<file path="src/ggx_pkg.sv">
// ----------------------------------------------------------------------------
// ggx_pkg
// Shared types and constants of the Green-Gauss node x-gradient unit.
// ----------------------------------------------------------------------------
`default_nettype none

package ggx_pkg;

    localparam int NUM_COMPONENTS = 4;
    localparam int COMP_W         = 2;
    localparam int QUEUE_DEPTH    = 2;
    localparam int QUEUE_AW       = 1;

    localparam logic [63:0] ACC_MAX = 64'h7FFF_FFFF_FFFF_FFFF;
    localparam logic [63:0] ACC_MIN = 64'h8000_0000_0000_0000;

    typedef struct packed {
        logic [COMP_W-1:0] component;
        logic [63:0]       term_a;
        logic [63:0]       term_b;
        logic [63:0]       term_c;
        logic              add_term;
        logic              last_of_node;
        logic [31:0]       node_area;
    } ggx_job_t;

    typedef enum logic [2:0] {
        ST_IDLE,
        ST_ACC,
        ST_DIV,
        ST_FIX,
        ST_OUT
    } ggx_state_t;

endpackage

`default_nettype wire

</file>
<file path="src/ggx_queue.sv">
// ----------------------------------------------------------------------------
// ggx_queue
// Short first-in first-out queue of jobs between the front and back parts.
// ----------------------------------------------------------------------------
`default_nettype none

module ggx_queue
(
    input  wire logic              clk,
    input  wire logic              rst_n,
    input  wire logic              wr_valid,
    output logic                   wr_ready,
    input  ggx_pkg::ggx_job_t      wr_job,
    output logic                   rd_valid,
    input  wire logic              rd_ready,
    output ggx_pkg::ggx_job_t      rd_job
);

    ggx_pkg::ggx_job_t             slot_reg [ggx_pkg::QUEUE_DEPTH];
    logic [ggx_pkg::QUEUE_AW-1:0]  wp_reg, rp_reg;
    logic [ggx_pkg::QUEUE_AW:0]    cnt_reg;
    logic                          wr_en, rd_en;

    assign wr_ready = cnt_reg != (ggx_pkg::QUEUE_AW+1)'(ggx_pkg::QUEUE_DEPTH);
    assign rd_valid = cnt_reg != '0;
    assign wr_en    = wr_valid && wr_ready;
    assign rd_en    = rd_valid && rd_ready;
    assign rd_job   = slot_reg[rp_reg];

    always_ff @(posedge clk or negedge rst_n)
    begin
        if (!rst_n)
        begin
            wp_reg  <= '0;
            rp_reg  <= '0;
            cnt_reg <= '0;
        end
        else
        begin
            if (wr_en)
            begin
                wp_reg <= wp_reg + 1'b1;
            end
            if (rd_en)
            begin
                rp_reg <= rp_reg + 1'b1;
            end
            if (wr_en && !rd_en)
            begin
                cnt_reg <= cnt_reg + 1'b1;
            end
            else if (rd_en && !wr_en)
            begin
                cnt_reg <= cnt_reg - 1'b1;
            end
        end
    end

    always_ff @(posedge clk)
    begin
        if (wr_en)
        begin
            slot_reg[wp_reg] <= wr_job;
        end
    end

endmodule

`default_nettype wire

</file>
<file path="config.mk">
export PLATFORM = sky130hd
export DESIGN_NAME = ggx_queue
export DESIGN_NICKNAME = d
export VERILOG_FILES = /design/src/ggx_pkg.sv /design/src/ggx_queue.sv
export SDC_FILE = /design/constraint.sdc
export NUM_CORES = 1
export LEC_CHECK = 0
export BUFFER_PORTS_ARGS = -buffer_cell sky130_fd_sc_hd__buf_4
export CAP_MARGIN = 20
export CORE_AREA = 2 2 213 215
export CTS_CLUSTER_SIZE = 25
export DETAILED_ROUTE_END_ITERATION = 10
export DIE_AREA = 0 0 215 217
export GPL_ROUTABILITY_DRIVEN = 0
export GPL_TIMING_DRIVEN = 0
export PLACE_DENSITY = 0.7
export SLEW_MARGIN = 20
export SYNTH_ARGS = -nofsm -noshare
export SYNTH_HDL_FRONTEND = slang
export SYNTH_SLANG_ARGS = --single-unit
</file>
<file path="constraint.sdc">
create_clock -name clk -period 12.6 [get_ports clk]
set_input_delay 3.78 -clock clk [delete_from_list [all_inputs] [get_ports clk]]
set_output_delay 3.78 -clock clk [all_outputs]
set_load 0.01 [all_outputs]
</file>
==> out/summary.md <==
In this run the clock root is driven by a clkbuf_16. Setup repair after global routing left no endpoint under its margin. Share of the core filled with cells: 51.03%.

For the post-CTS resize count, the log shows 0. The vias per cell was 4.618; the worst path arrival time was 2000 ps. The tools report the final routed DRC violation total as 0. The total instance count after detailed placement is 1802. The power density over the cells is 234.0 nW/um^2. At the later pin of the worst-skew pair, clock insertion delay measures 560 ps. Yosys printed 0 warnings. The register with the most flip-flops in the layout has 456 of them.

Measured against its own limit, the worst slew margin works out to 51.37%. The first global-routing pass estimated 54.65 mm of wire. In this run, CTS created clock tree buffers numbering 47. The tools report the number of global-route vias before repair as 9270. For the pin with the worst max-slew slack, the measured transition is 729.5 ps. The total wire length after detailed routing was 37.21 mm; the number of enable-type register cells in the synthesized netlist was 456. Setup violations remaining at the end of the flow were counted as 0. The endpoint of the worst-slack reg-to-reg timing path is slot_reg[0][189]$_DFFE_PP_.

The time the worst path needs with I/O delays and setup was 5781 ps; the number of fillers in the final layout was 3717. In the post-synthesis netlist, the cell with the most instances is edfxtp_1. The run finished with clean final reports. Ranked by total cell area, the synthesized netlist is headed by edfxtp_1 82%, mux2_2 15%, buf_6 1.5%. The tools report the initial standard-cell utilization of the core as 37.42%.

The setup skew after layout was 22.24 ps. The clock-pin slew reported for the worst setup and hold paths after clock tree synthesis is 60 ps. The region available for standard cell placement spans 44700 um^2. Standby leakage power: 8.470 nW. The worst vdd rail ir drop was 0.1528 mV; the worst-case reg-to-reg path depth was 7. Max-cap violations in this run came to 0. In this run, distinct cell masters in the synthesized netlist total 15.

The HPWL reported at the end of detailed placement came out at 26.47 mm. Across every metal layer, demand over resource in global routing totals 15.46%. The biggest area contributor in the post-synthesis netlist is edfxtp_1.

After global routing the overflow that remains totals 0. The critical path is of the flop to primary output type. Worst hold-check path type: flop to flop. The start point of the worst hold path was cnt_reg[1]$_DFFE_PN0P_. The register bit total from synthesis was 460.

The count of cells in the finished layout, fillers not included, comes to 1887. Timing would allow up to 0.1730 GHz. After floorplanning, the core was divided into 78 placement rows. The flop-to-flop setup slack is 10250 ps, and the number of violations reported at the end of detailed-routing iteration 0 is 416. The longest clock path from root to sink contains 3 buffers.

The mean instance size in the synthesized netlist came out at 23.01 um^2. The number of antenna violations at the first check in global routing was 1; the die extent in y was 217 um. In the final layout, the share of cells above drive strength 1 is 61.82%.

The number of primary I/O pins is 462. The kind of end point of the critical path was a primary output. Compared with the post-synthesis result, the final layout area differs by 36.38%. Ranked by instance count, the synthesized netlist is headed by 456 x edfxtp_1, 228 x mux2_2, 23 x buf_6.

The pre-antenna-repair detailed-routing pass consisted of 6 iterations. For hold timing, the worst endpoint is cnt_reg[1]$_DFFE_PN0P_. CTS sink count: 460.

The launch point of the worst reg-to-reg path is cnt_reg[0]$_DFFE_PN0P_. The largest fanout on the critical path is 10. The vias after detailed routing is 8715. The worst hold path depth came out at 1.

The primary flip-flop cell chosen by synthesis mapping was edfxtp_1. The run gives 82.47% as the part of the Yosys area used for sequential elements. Cell count after synthesis: 727. The count of port buffers added during placement is 461. STA classifies the critical path startpoint as a flop. The die covers 46660 um^2. The clock tree synthesis step divided the H-tree into 2 levels.

The net count of the mapped netlist is 960, and the largest net degree at the start of global routing is 52. The count of nets left with antenna violations once routing finished came out at 0. The data required time at the worst endpoint is 8820 ps, and the width of the die is 215 um.

The final number of hold-violating endpoints was 0; the area fraction of the dominant cell type after synthesis was 81.87%. For this run, asynchronously set or reset flops after synthesis account for 0.8696%. Setup slack closes at 6819 ps. The routed length per placed instance is 19.72 um, and the synthesized cell area is 16730 um^2. Dividing the final minimum period by the clock period gives 45.88%. The count of final max-slew check failures is 0, and the post-CTS setup-driven buffer insertion count is 0. After the last flow step, the layout net total stands at 1484.

TritonCTS built the clock tree. After clock tree synthesis, the flow added hold-fix buffers numbering 0. OpenSTA, run right after detailed placement, puts the worst setup slack at 6943 ps.
[worst max-delay path by stage]
stage                       start                         to  slack, ps  cells past startpoint
3_3_place_gp             wr_valid  slot_reg[0][76]$_DFFE_PP_      -1200                      3
2_1_floorplan            wr_valid   slot_reg[0][0]$_DFFE_PP_       2320                      2
5_1_grt        rp_reg$_DFFE_PN0P_                 rd_job[12]       6680                      4
6_report       rp_reg$_DFFE_PN0P_                 rd_job[12]       6820                      4
3_5_place_dp             wr_valid  slot_reg[0][69]$_DFFE_PP_       6940                      7
4_1_cts        rp_reg$_DFFE_PN0P_                 rd_job[12]       6720                      4
[power by group]
part	switching (mW)	internal, mW
Clock	0.552	0.810
Combinational	0.885	0.934
Sequential	0.0709	2.09
Total	1.51	3.83
[critical path, stage by stage (launching register included)]
cell	delay [ps]
dfrtp_1	440
buf_6	250
buf_6	200
mux2_2	390
buf_4	160
[layer usage]
layer	track usage (%)	wire, um	part of all wire, %
met2	26.68	19120	51
met3	4.109	2200	5.9
met5	0	0	0
met1	18.22	14380	39
met4	6.897	1513	4.1
[cells by family (layout without fill, tap and decap cells)]
group / Yosys count / after routing / share of synthesized area, %
multiplexers: 228 / 228 / 15.35
XOR/XNOR: 5 / 5 / 0.2619
adder cells (fa/ha/maj): 1 / 1 / 0.07479
AND/OR/NAND/NOR: 7 / 7 / 0.2021
buffers and inverters: 26 / 585 / 1.646
other: 0 / 1 / 0
flip-flops: 460 / 460 / 82.47
[layout make-up]
| class | instances | area [um^2] | share of cell area, % |
|---|---|---|---|
| antenna | 1 | 2.502 | 0.01097 |
| buffer | 25 | 271.5 | 1.190 |
| clock buffer | 57 | 1256 | 5.507 |
| clock inverter | 27 | 261.5 | 1.146 |
| inverter | 1 | 3.754 | 0.01646 |
| multi-input combinational | 241 | 2670 | 11.71 |
| sequential | 460 | 13790 | 60.47 |
| tap | 600 | 750.7 | 3.291 |
| timing repair buffer | 475 | 3801 | 16.66 |
[through the flow]
stage	power, mW	TNS, ps	hold WS [ps]	instance area (um^2)
after floorplan	3.200	0	455.9	16730
after global placement	4.062	-311650	481.1	20940
after detailed placement	4.038	0	478.8	21290
after CTS	5.422	0	495.2	22810
after global routing	5.577	0	513.6	22810
final	5.337	0	492.0	22810
[layout by cell type (no fill, tap or decap), types with 2 or more instances in the layout]
cell	instances
buf_12	6
buf_6	23
edfxtp_1	456
bufinv_16	5
nand2_1	2
clkinv_4	2
dfrtp_1	4
buf_4	462
buf_16	8
clkinv_1	12
clkbuf_16	49
clkbuf_1	8
xor2_1	2
xnor2_1	3
clkinvlp_4	2
clkinv_2	5
mux2_2	228
No activity file was read; power rests on OpenSTA's default activity.
