File: config.mk
export PLATFORM = sky130hd
export DESIGN_NAME = ggx_back
export DESIGN_NICKNAME = d
export VERILOG_FILES = /design/src/ggx_pkg.sv /design/src/ggx_back.sv
export SDC_FILE = /design/constraint.sdc
export NUM_CORES = 1
export LEC_CHECK = 0
export BUFFER_PORTS_ARGS = -buffer_cell sky130_fd_sc_hd__buf_4
export CORE_ASPECT_RATIO = 1.5
export CORE_MARGIN = 1.5
export CORE_UTILIZATION = 55
export CTS_BUF_LIST = sky130_fd_sc_hd__clkbuf_8
export DETAILED_ROUTE_END_ITERATION = 8
export HOLD_SLACK_MARGIN = 0.03
export PLACE_DENSITY = 0.82
export REMOVE_ABC_BUFFERS = 1
export SLEW_MARGIN = 20
export SYNTH_ARGS = -nofsm -noshare
export SYNTH_HDL_FRONTEND = slang
export SYNTH_SLANG_ARGS = --single-unit
File: constraint.sdc
create_clock -name clk -period 53 [get_ports clk]
set_input_delay 7.95 -clock clk [delete_from_list [all_inputs] [get_ports clk]]
set_output_delay 7.95 -clock clk [all_outputs]
set_load 0.03 [all_outputs]
File: src/ggx_pkg.sv
// ----------------------------------------------------------------------------
// ggx_pkg
// Shared types and constants of the Green-Gauss node x-gradient unit.
// ----------------------------------------------------------------------------
`default_nettype none

package ggx_pkg;

    localparam int NUM_COMPONENTS = 4;
    localparam int COMP_W         = 2;
    localparam int QUEUE_DEPTH    = 2;
    localparam int QUEUE_AW       = 1;

    localparam logic [63:0] ACC_MAX = 64'h7FFF_FFFF_FFFF_FFFF;
    localparam logic [63:0] ACC_MIN = 64'h8000_0000_0000_0000;

    typedef struct packed {
        logic [COMP_W-1:0] component;
        logic [63:0]       term_a;
        logic [63:0]       term_b;
        logic [63:0]       term_c;
        logic              add_term;
        logic              last_of_node;
        logic [31:0]       node_area;
    } ggx_job_t;

    typedef enum logic [2:0] {
        ST_IDLE,
        ST_ACC,
        ST_DIV,
        ST_FIX,
        ST_OUT
    } ggx_state_t;

endpackage

`default_nettype wire

File: src/ggx_back.sv
// ----------------------------------------------------------------------------
// ggx_back
// Saturating accumulation per component and, at node end, a bit-serial
// division of the accumulator magnitude by six times a nonzero area.
// ----------------------------------------------------------------------------
`default_nettype none

module ggx_back
(
    input  wire logic              clk,
    input  wire logic              rst_n,
    input  wire logic              job_valid,
    output logic                   job_ready,
    input  ggx_pkg::ggx_job_t      job,
    output logic                   res_valid,
    input  wire logic              res_ready,
    output logic [39:0]            res_data
);

    ggx_pkg::ggx_state_t  state_reg, state_next;
    logic [63:0]          acc_reg [ggx_pkg::NUM_COMPONENTS];
    logic                 ovf_reg [ggx_pkg::NUM_COMPONENTS];
    ggx_pkg::ggx_job_t    job_reg;
    logic [63:0]          quo_reg;
    logic [35:0]          rem_reg;
    logic [34:0]          den_reg;
    logic [6:0]           cnt_reg;
    logic [1:0]           step_reg;
    logic                 neg_reg, sat_reg, zero_reg;
    logic [31:0]          grad_reg;
    logic                 out_valid_reg;
    logic [1:0]           out_comp_reg;
    logic                 out_zero_reg, out_sat_reg;
    logic [63:0]          acc_cur, sum, term_cur;
    logic                 add_ovf;
    logic [35:0]          rem_sh;
    logic                 fits;

    // The three vertex products are added one per cycle, each saturating.
    assign term_cur = (step_reg == 2'd0) ? job_reg.term_a
                    : (step_reg == 2'd1) ? job_reg.term_b : job_reg.term_c;
    assign acc_cur = acc_reg[job_reg.component];
    assign sum     = acc_cur + term_cur;
    assign add_ovf = (acc_cur[63] == term_cur[63]) && (sum[63] != acc_cur[63]);
    assign rem_sh  = {rem_reg[34:0], quo_reg[63]};
    assign fits    = rem_sh >= {1'b0, den_reg};

    assign job_ready = state_reg == ggx_pkg::ST_IDLE;
    assign res_valid = out_valid_reg;
    assign res_data  = {4'd0, out_sat_reg, out_zero_reg, out_comp_reg, grad_reg};

    always_comb
    begin
        state_next = state_reg;
        case (state_reg)
            ggx_pkg::ST_IDLE:
            begin
                if (job_valid)
                begin
                    state_next = ggx_pkg::ST_ACC;
                end
            end
            ggx_pkg::ST_ACC:
            begin
                if (job_reg.add_term && step_reg != 2'd2)
                begin
                    state_next = ggx_pkg::ST_ACC;
                end
                else if (!job_reg.last_of_node)
                begin
                    state_next = ggx_pkg::ST_IDLE;
                end
                else if (job_reg.node_area == '0)
                begin
                    state_next = ggx_pkg::ST_FIX;
                end
                else
                begin
                    state_next = ggx_pkg::ST_DIV;
                end
            end
            ggx_pkg::ST_DIV:
            begin
                if (cnt_reg == 7'd63)
                begin
                    state_next = ggx_pkg::ST_FIX;
                end
            end
            ggx_pkg::ST_FIX:
            begin
                if (!out_valid_reg || res_ready)
                begin
                    state_next = ggx_pkg::ST_OUT;
                end
            end
            ggx_pkg::ST_OUT:
            begin
                state_next = ggx_pkg::ST_IDLE;
            end
            default:
            begin
                state_next = ggx_pkg::ST_IDLE;
            end
        endcase
    end

    always_ff @(posedge clk or negedge rst_n)
    begin
        if (!rst_n)
        begin
            state_reg     <= ggx_pkg::ST_IDLE;
            out_valid_reg <= 1'b0;
            for (int i = 0; i < ggx_pkg::NUM_COMPONENTS; i++)
            begin
                acc_reg[i] <= '0;
                ovf_reg[i] <= 1'b0;
            end
        end
        else
        begin
            state_reg <= state_next;
            if (out_valid_reg && res_ready)
            begin
                out_valid_reg <= 1'b0;
            end
            case (state_reg)
                ggx_pkg::ST_ACC:
                begin
                    if (job_reg.add_term)
                    begin
                        acc_reg[job_reg.component] <= add_ovf
                            ? (acc_cur[63] ? ggx_pkg::ACC_MIN : ggx_pkg::ACC_MAX) : sum;
                        if (add_ovf)
                        begin
                            ovf_reg[job_reg.component] <= 1'b1;
                        end
                    end
                end
                ggx_pkg::ST_OUT:
                begin
                    out_valid_reg                <= 1'b1;
                    acc_reg[job_reg.component]   <= '0;
                    ovf_reg[job_reg.component]   <= 1'b0;
                end
                default:
                begin
                end
            endcase
        end
    end

    always_ff @(posedge clk)
    begin
        case (state_reg)
            ggx_pkg::ST_IDLE:
            begin
                job_reg  <= job;
                step_reg <= '0;
            end
            ggx_pkg::ST_ACC:
            begin
                logic [63:0] a;
                a = job_reg.add_term
                    ? (add_ovf ? (acc_cur[63] ? ggx_pkg::ACC_MIN : ggx_pkg::ACC_MAX) : sum)
                    : acc_cur;
                step_reg <= step_reg + 2'd1;
                neg_reg  <= a[63];
                quo_reg  <= a[63] ? (64'd0 - a) : a;
                zero_reg <= job_reg.node_area == '0;
                sat_reg  <= ovf_reg[job_reg.component] || (job_reg.add_term && add_ovf);
                rem_reg  <= '0;
                cnt_reg  <= '0;
                den_reg  <= {1'b0, job_reg.node_area, 2'b00}
                          + {2'b00, job_reg.node_area, 1'b0};
            end
            ggx_pkg::ST_DIV:
            begin
                rem_reg <= fits ? (rem_sh - {1'b0, den_reg}) : rem_sh;
                quo_reg <= {quo_reg[62:0], fits};
                cnt_reg <= cnt_reg + 7'd1;
            end
            ggx_pkg::ST_FIX:
            begin
                if (!out_valid_reg || res_ready)
                begin
                    if (zero_reg)
                    begin
                        if (quo_reg == '0)
                        begin
                            grad_reg <= '0;
                        end
                        else
                        begin
                            grad_reg <= neg_reg ? 32'h8000_0000 : 32'h7FFF_FFFF;
                            sat_reg  <= 1'b1;
                        end
                    end
                    else if (neg_reg)
                    begin
                        if (quo_reg > 64'h8000_0000)
                        begin
                            grad_reg <= 32'h8000_0000;
                            sat_reg  <= 1'b1;
                        end
                        else
                        begin
                            grad_reg <= 32'd0 - quo_reg[31:0];
                        end
                    end
                    else if (quo_reg > 64'h7FFF_FFFF)
                    begin
                        grad_reg <= 32'h7FFF_FFFF;
                        sat_reg  <= 1'b1;
                    end
                    else
                    begin
                        grad_reg <= quo_reg[31:0];
                    end
                end
            end
            ggx_pkg::ST_OUT:
            begin
                out_comp_reg <= job_reg.component;
                out_zero_reg <= zero_reg;
                out_sat_reg  <= sat_reg;
            end
            default:
            begin
            end
        endcase
    end

endmodule

`default_nettype wire

==> impl_metrics.yaml <==
clock_network:
  path_clk_slew_ns: 0.07
  hold_buffers: 0
  cts.sinks: 673
  cts_root_buf: "clkbuf_8"
  cts_resized: 0
  numCtsBuffers: 101
  cts_tree: "yes"
  clkLatencyLatePin_ns: 0.76
  clockBufferDepth: 3
  cts_htree_levels: 3
  cts_setup_buffers: 0
sta:
  final_hold_viol_count: 0
  finalMaxSlewViolations: 0
  fmax_mhz: 90.5
  max_slew_margin_pct: 24.3
  tns_ns: 0
  finalCritPeriodShare_pct: 20.8
  skew_ns: 0.0415
  setup_viol: 0
  worst_pin_slew_ns: 1.12
  rsz0062_at_grt: "no"
  post-route-min-period_ns: 11.05
route:
  wl_met1_microns: 41200
  routed.top_layer: "met4"
  wl_met2_microns: 55100
  post_drt_wl_per_cell_microns: 23.3
  drc_errors: 0
  viasPerCell: 6.41
  wl_met3_microns: 8350
  drt-pass1-iter-count: 5
  drt_iter0_drc: 2934
  wl_microns: 111000
  num_vias: 30600
  ant_nets: 0
setup_path:
  slowest_stage: "nand2_1"
  slowest_delay_ns: 0.77
  cp-end-kind: "flip-flop"
  worstSetupPathType: "flip-flop to flip-flop"
  setup.worst_path.start_class: "flip-flop"
  cp.required_ns: 53.50
  worstRegToRegCells: 30
  crit_path_max_fanout: 94
  worst_ep_arrival_time_ns: 11.55
placement:
  place.gp.congestion: 0.995
  place_inst: 4587
  dp_hpwl_microns: 78100
  port_buffers: 269
global_route:
  grt_pass1_wl_microns: 171000
  overflow: 0
  grtUsageTotal_pct: 31.0
  grt_pass1_vias: 30900
  grt_max_degree: 121
  antenna_found_initial: 2
die:
  start_util_pct: 55.6
  core_sq_mm: 0.0691
  chipWidth_microns: 219
  fp.dieH_microns: 327
  ios: 274
  die_area_sq_mm: 0.0715
  floorplan.rows: 118
yosys:
  synth_commonest_cells: "edfxtp_1, nand2_1, a21oi_1, dfrtp_1, o21ai_0"
  syn-cell-area_sq_mm: 0.0384
  ys_warn_count: 0
  syn_area_per_cell_sq_um: 10.7
  ys.flop_type: "edfxtp_1"
  seq_area_frac_synth_pct: 49.1
  async_reset_ff_share_pct: 39.2
  yosysMostFrequentCell: "edfxtp_1"
  synthTopCellsByArea: "edfxtp_1, dfrtp_1, ha_1"
  ys_types: 104
  yosysTopAreaCell: "edfxtp_1"
  synth_edf_count: 409
  ys_ff_latch: 673
  synth_top_area_share_pct: 32.0
  netlist_instances: 3591
worst_hold_path:
  hp-class: "flip-flop to flip-flop"
  hold-path-cell-count: 0
cells_and_area:
  area_growth_syn_to_layout_pct: 12.8
  nets: 4177
  final_layout_size_suffix_gt1_share_pct: 15.6
  fin_cells: 4777
  largest_reg_flops: 256
flow_run:
  cap_violations: 0
outcome:
  status: "finished clean"
[cells in the final DEF (no fill, tap or decap), types with 17 or more instances in the layout]
cell	synthesis	routed
and2_1	26	24
dfrtp_1	264	264
or3_1	40	40
mux4_2	65	65
ha_1	151	149
o211ai_1	19	19
xnor2_1	91	91
o211a_1	23	23
nand2b_1	18	17
o21bai_1	20	20
a21o_1	63	63
mux2i_1	107	107
and3_1	37	36
xor2_1	65	65
nor4_1	18	18
nand4_1	42	42
a22o_1	211	211
a31oi_1	28	28
inv_1	133	163
nor2_1	238	234
nand2_1	339	334
a21oi_1	281	279
o21ai_1	30	30
edfxtp_1	409	409
buf_4	7	308
nand3_1	38	37
or2_2	20	20
nor2b_1	21	21
clkbuf_8	0	113
o21ai_0	261	261
nor3_1	47	45
o21a_1	24	24
[routing by layer]
metal	global-route usage, %	up-vias
met1	37.0	14800
met2	52.5	1558
met5	0	-
met3	4.34	380
li1	-	13900
met4	19.4	0
[layout make-up]
| cell class | instances | area (sq um) |
|---|---|---|
| Fill cell | 5482 | 25800 |
| Sequential cell | 673 | 18900 |
| Multi-Input combinational cell | 2568 | 18300 |
| Timing Repair Buffer | 310 | 2350 |
| Clock buffer | 113 | 1560 |
| Tap cell | 900 | 1130 |
| Clock inverter | 75 | 601 |
| Inverter | 136 | 510 |
| Antenna cell | 2 | 5.00 |
[stage by stage]
stage	setup slack, ns	hold WS [ns]	utilization, %	cell area [sq um]
floorplan	28.47	0.400	-	37600
global placement	42.38	0.406	59.6	41200
detailed placement	42.05	0.421	59.6	41200
CTS	41.98	0.452	62.7	43300
global route	41.12	0.452	62.7	43300
finish	41.95	0.453	62.7	43300
[critical path, delay by kind of cell, from the launching register on]
| family | cells | cell delay (ns) |
|---|---|---|
| DFF | 1 | 0.45 |
| and+or+nand+nor | 10 | 3.81 |
| adders and majority gates | 3 | 1.27 |
| AOI/OAI and AO/OA | 14 | 3.96 |
| buffers and inverters | 3 | 1.12 |
[kinds of logic after synthesis]
group / Yosys count / share of synthesized area, %
adders and majority gates: 155 / 5.12
AOI/OAI and AO/OA: 1143 / 20.2
muxes: 176 / 6.71
and+or+nand+nor: 934 / 11.6
buffers and inverters: 353 / 3.63
other: 1 / 0.00976
xor gates and xnor gates: 156 / 3.56
DFF: 673 / 49.1
[path summary, 6_finish.rpt]
check / startpoint / end / slack (ns)
setup / recovery: step_reg[0] / quo_reg[59] / 41.95
hold / removal: sat_reg / out_sat_reg / 0.45
setup reg to reg: step_reg[0] / quo_reg[59] / 41.95
hold reg to reg: sat_reg / out_sat_reg / 0.45
max in group asynchronous: rst_n / acc_reg[143] / 44.14
min in group asynchronous: rst_n / acc_reg[185] / 7.28
Power is not shown: default switching activity piles up to over one toggle a cycle in this logic, so the estimate is an artifact.
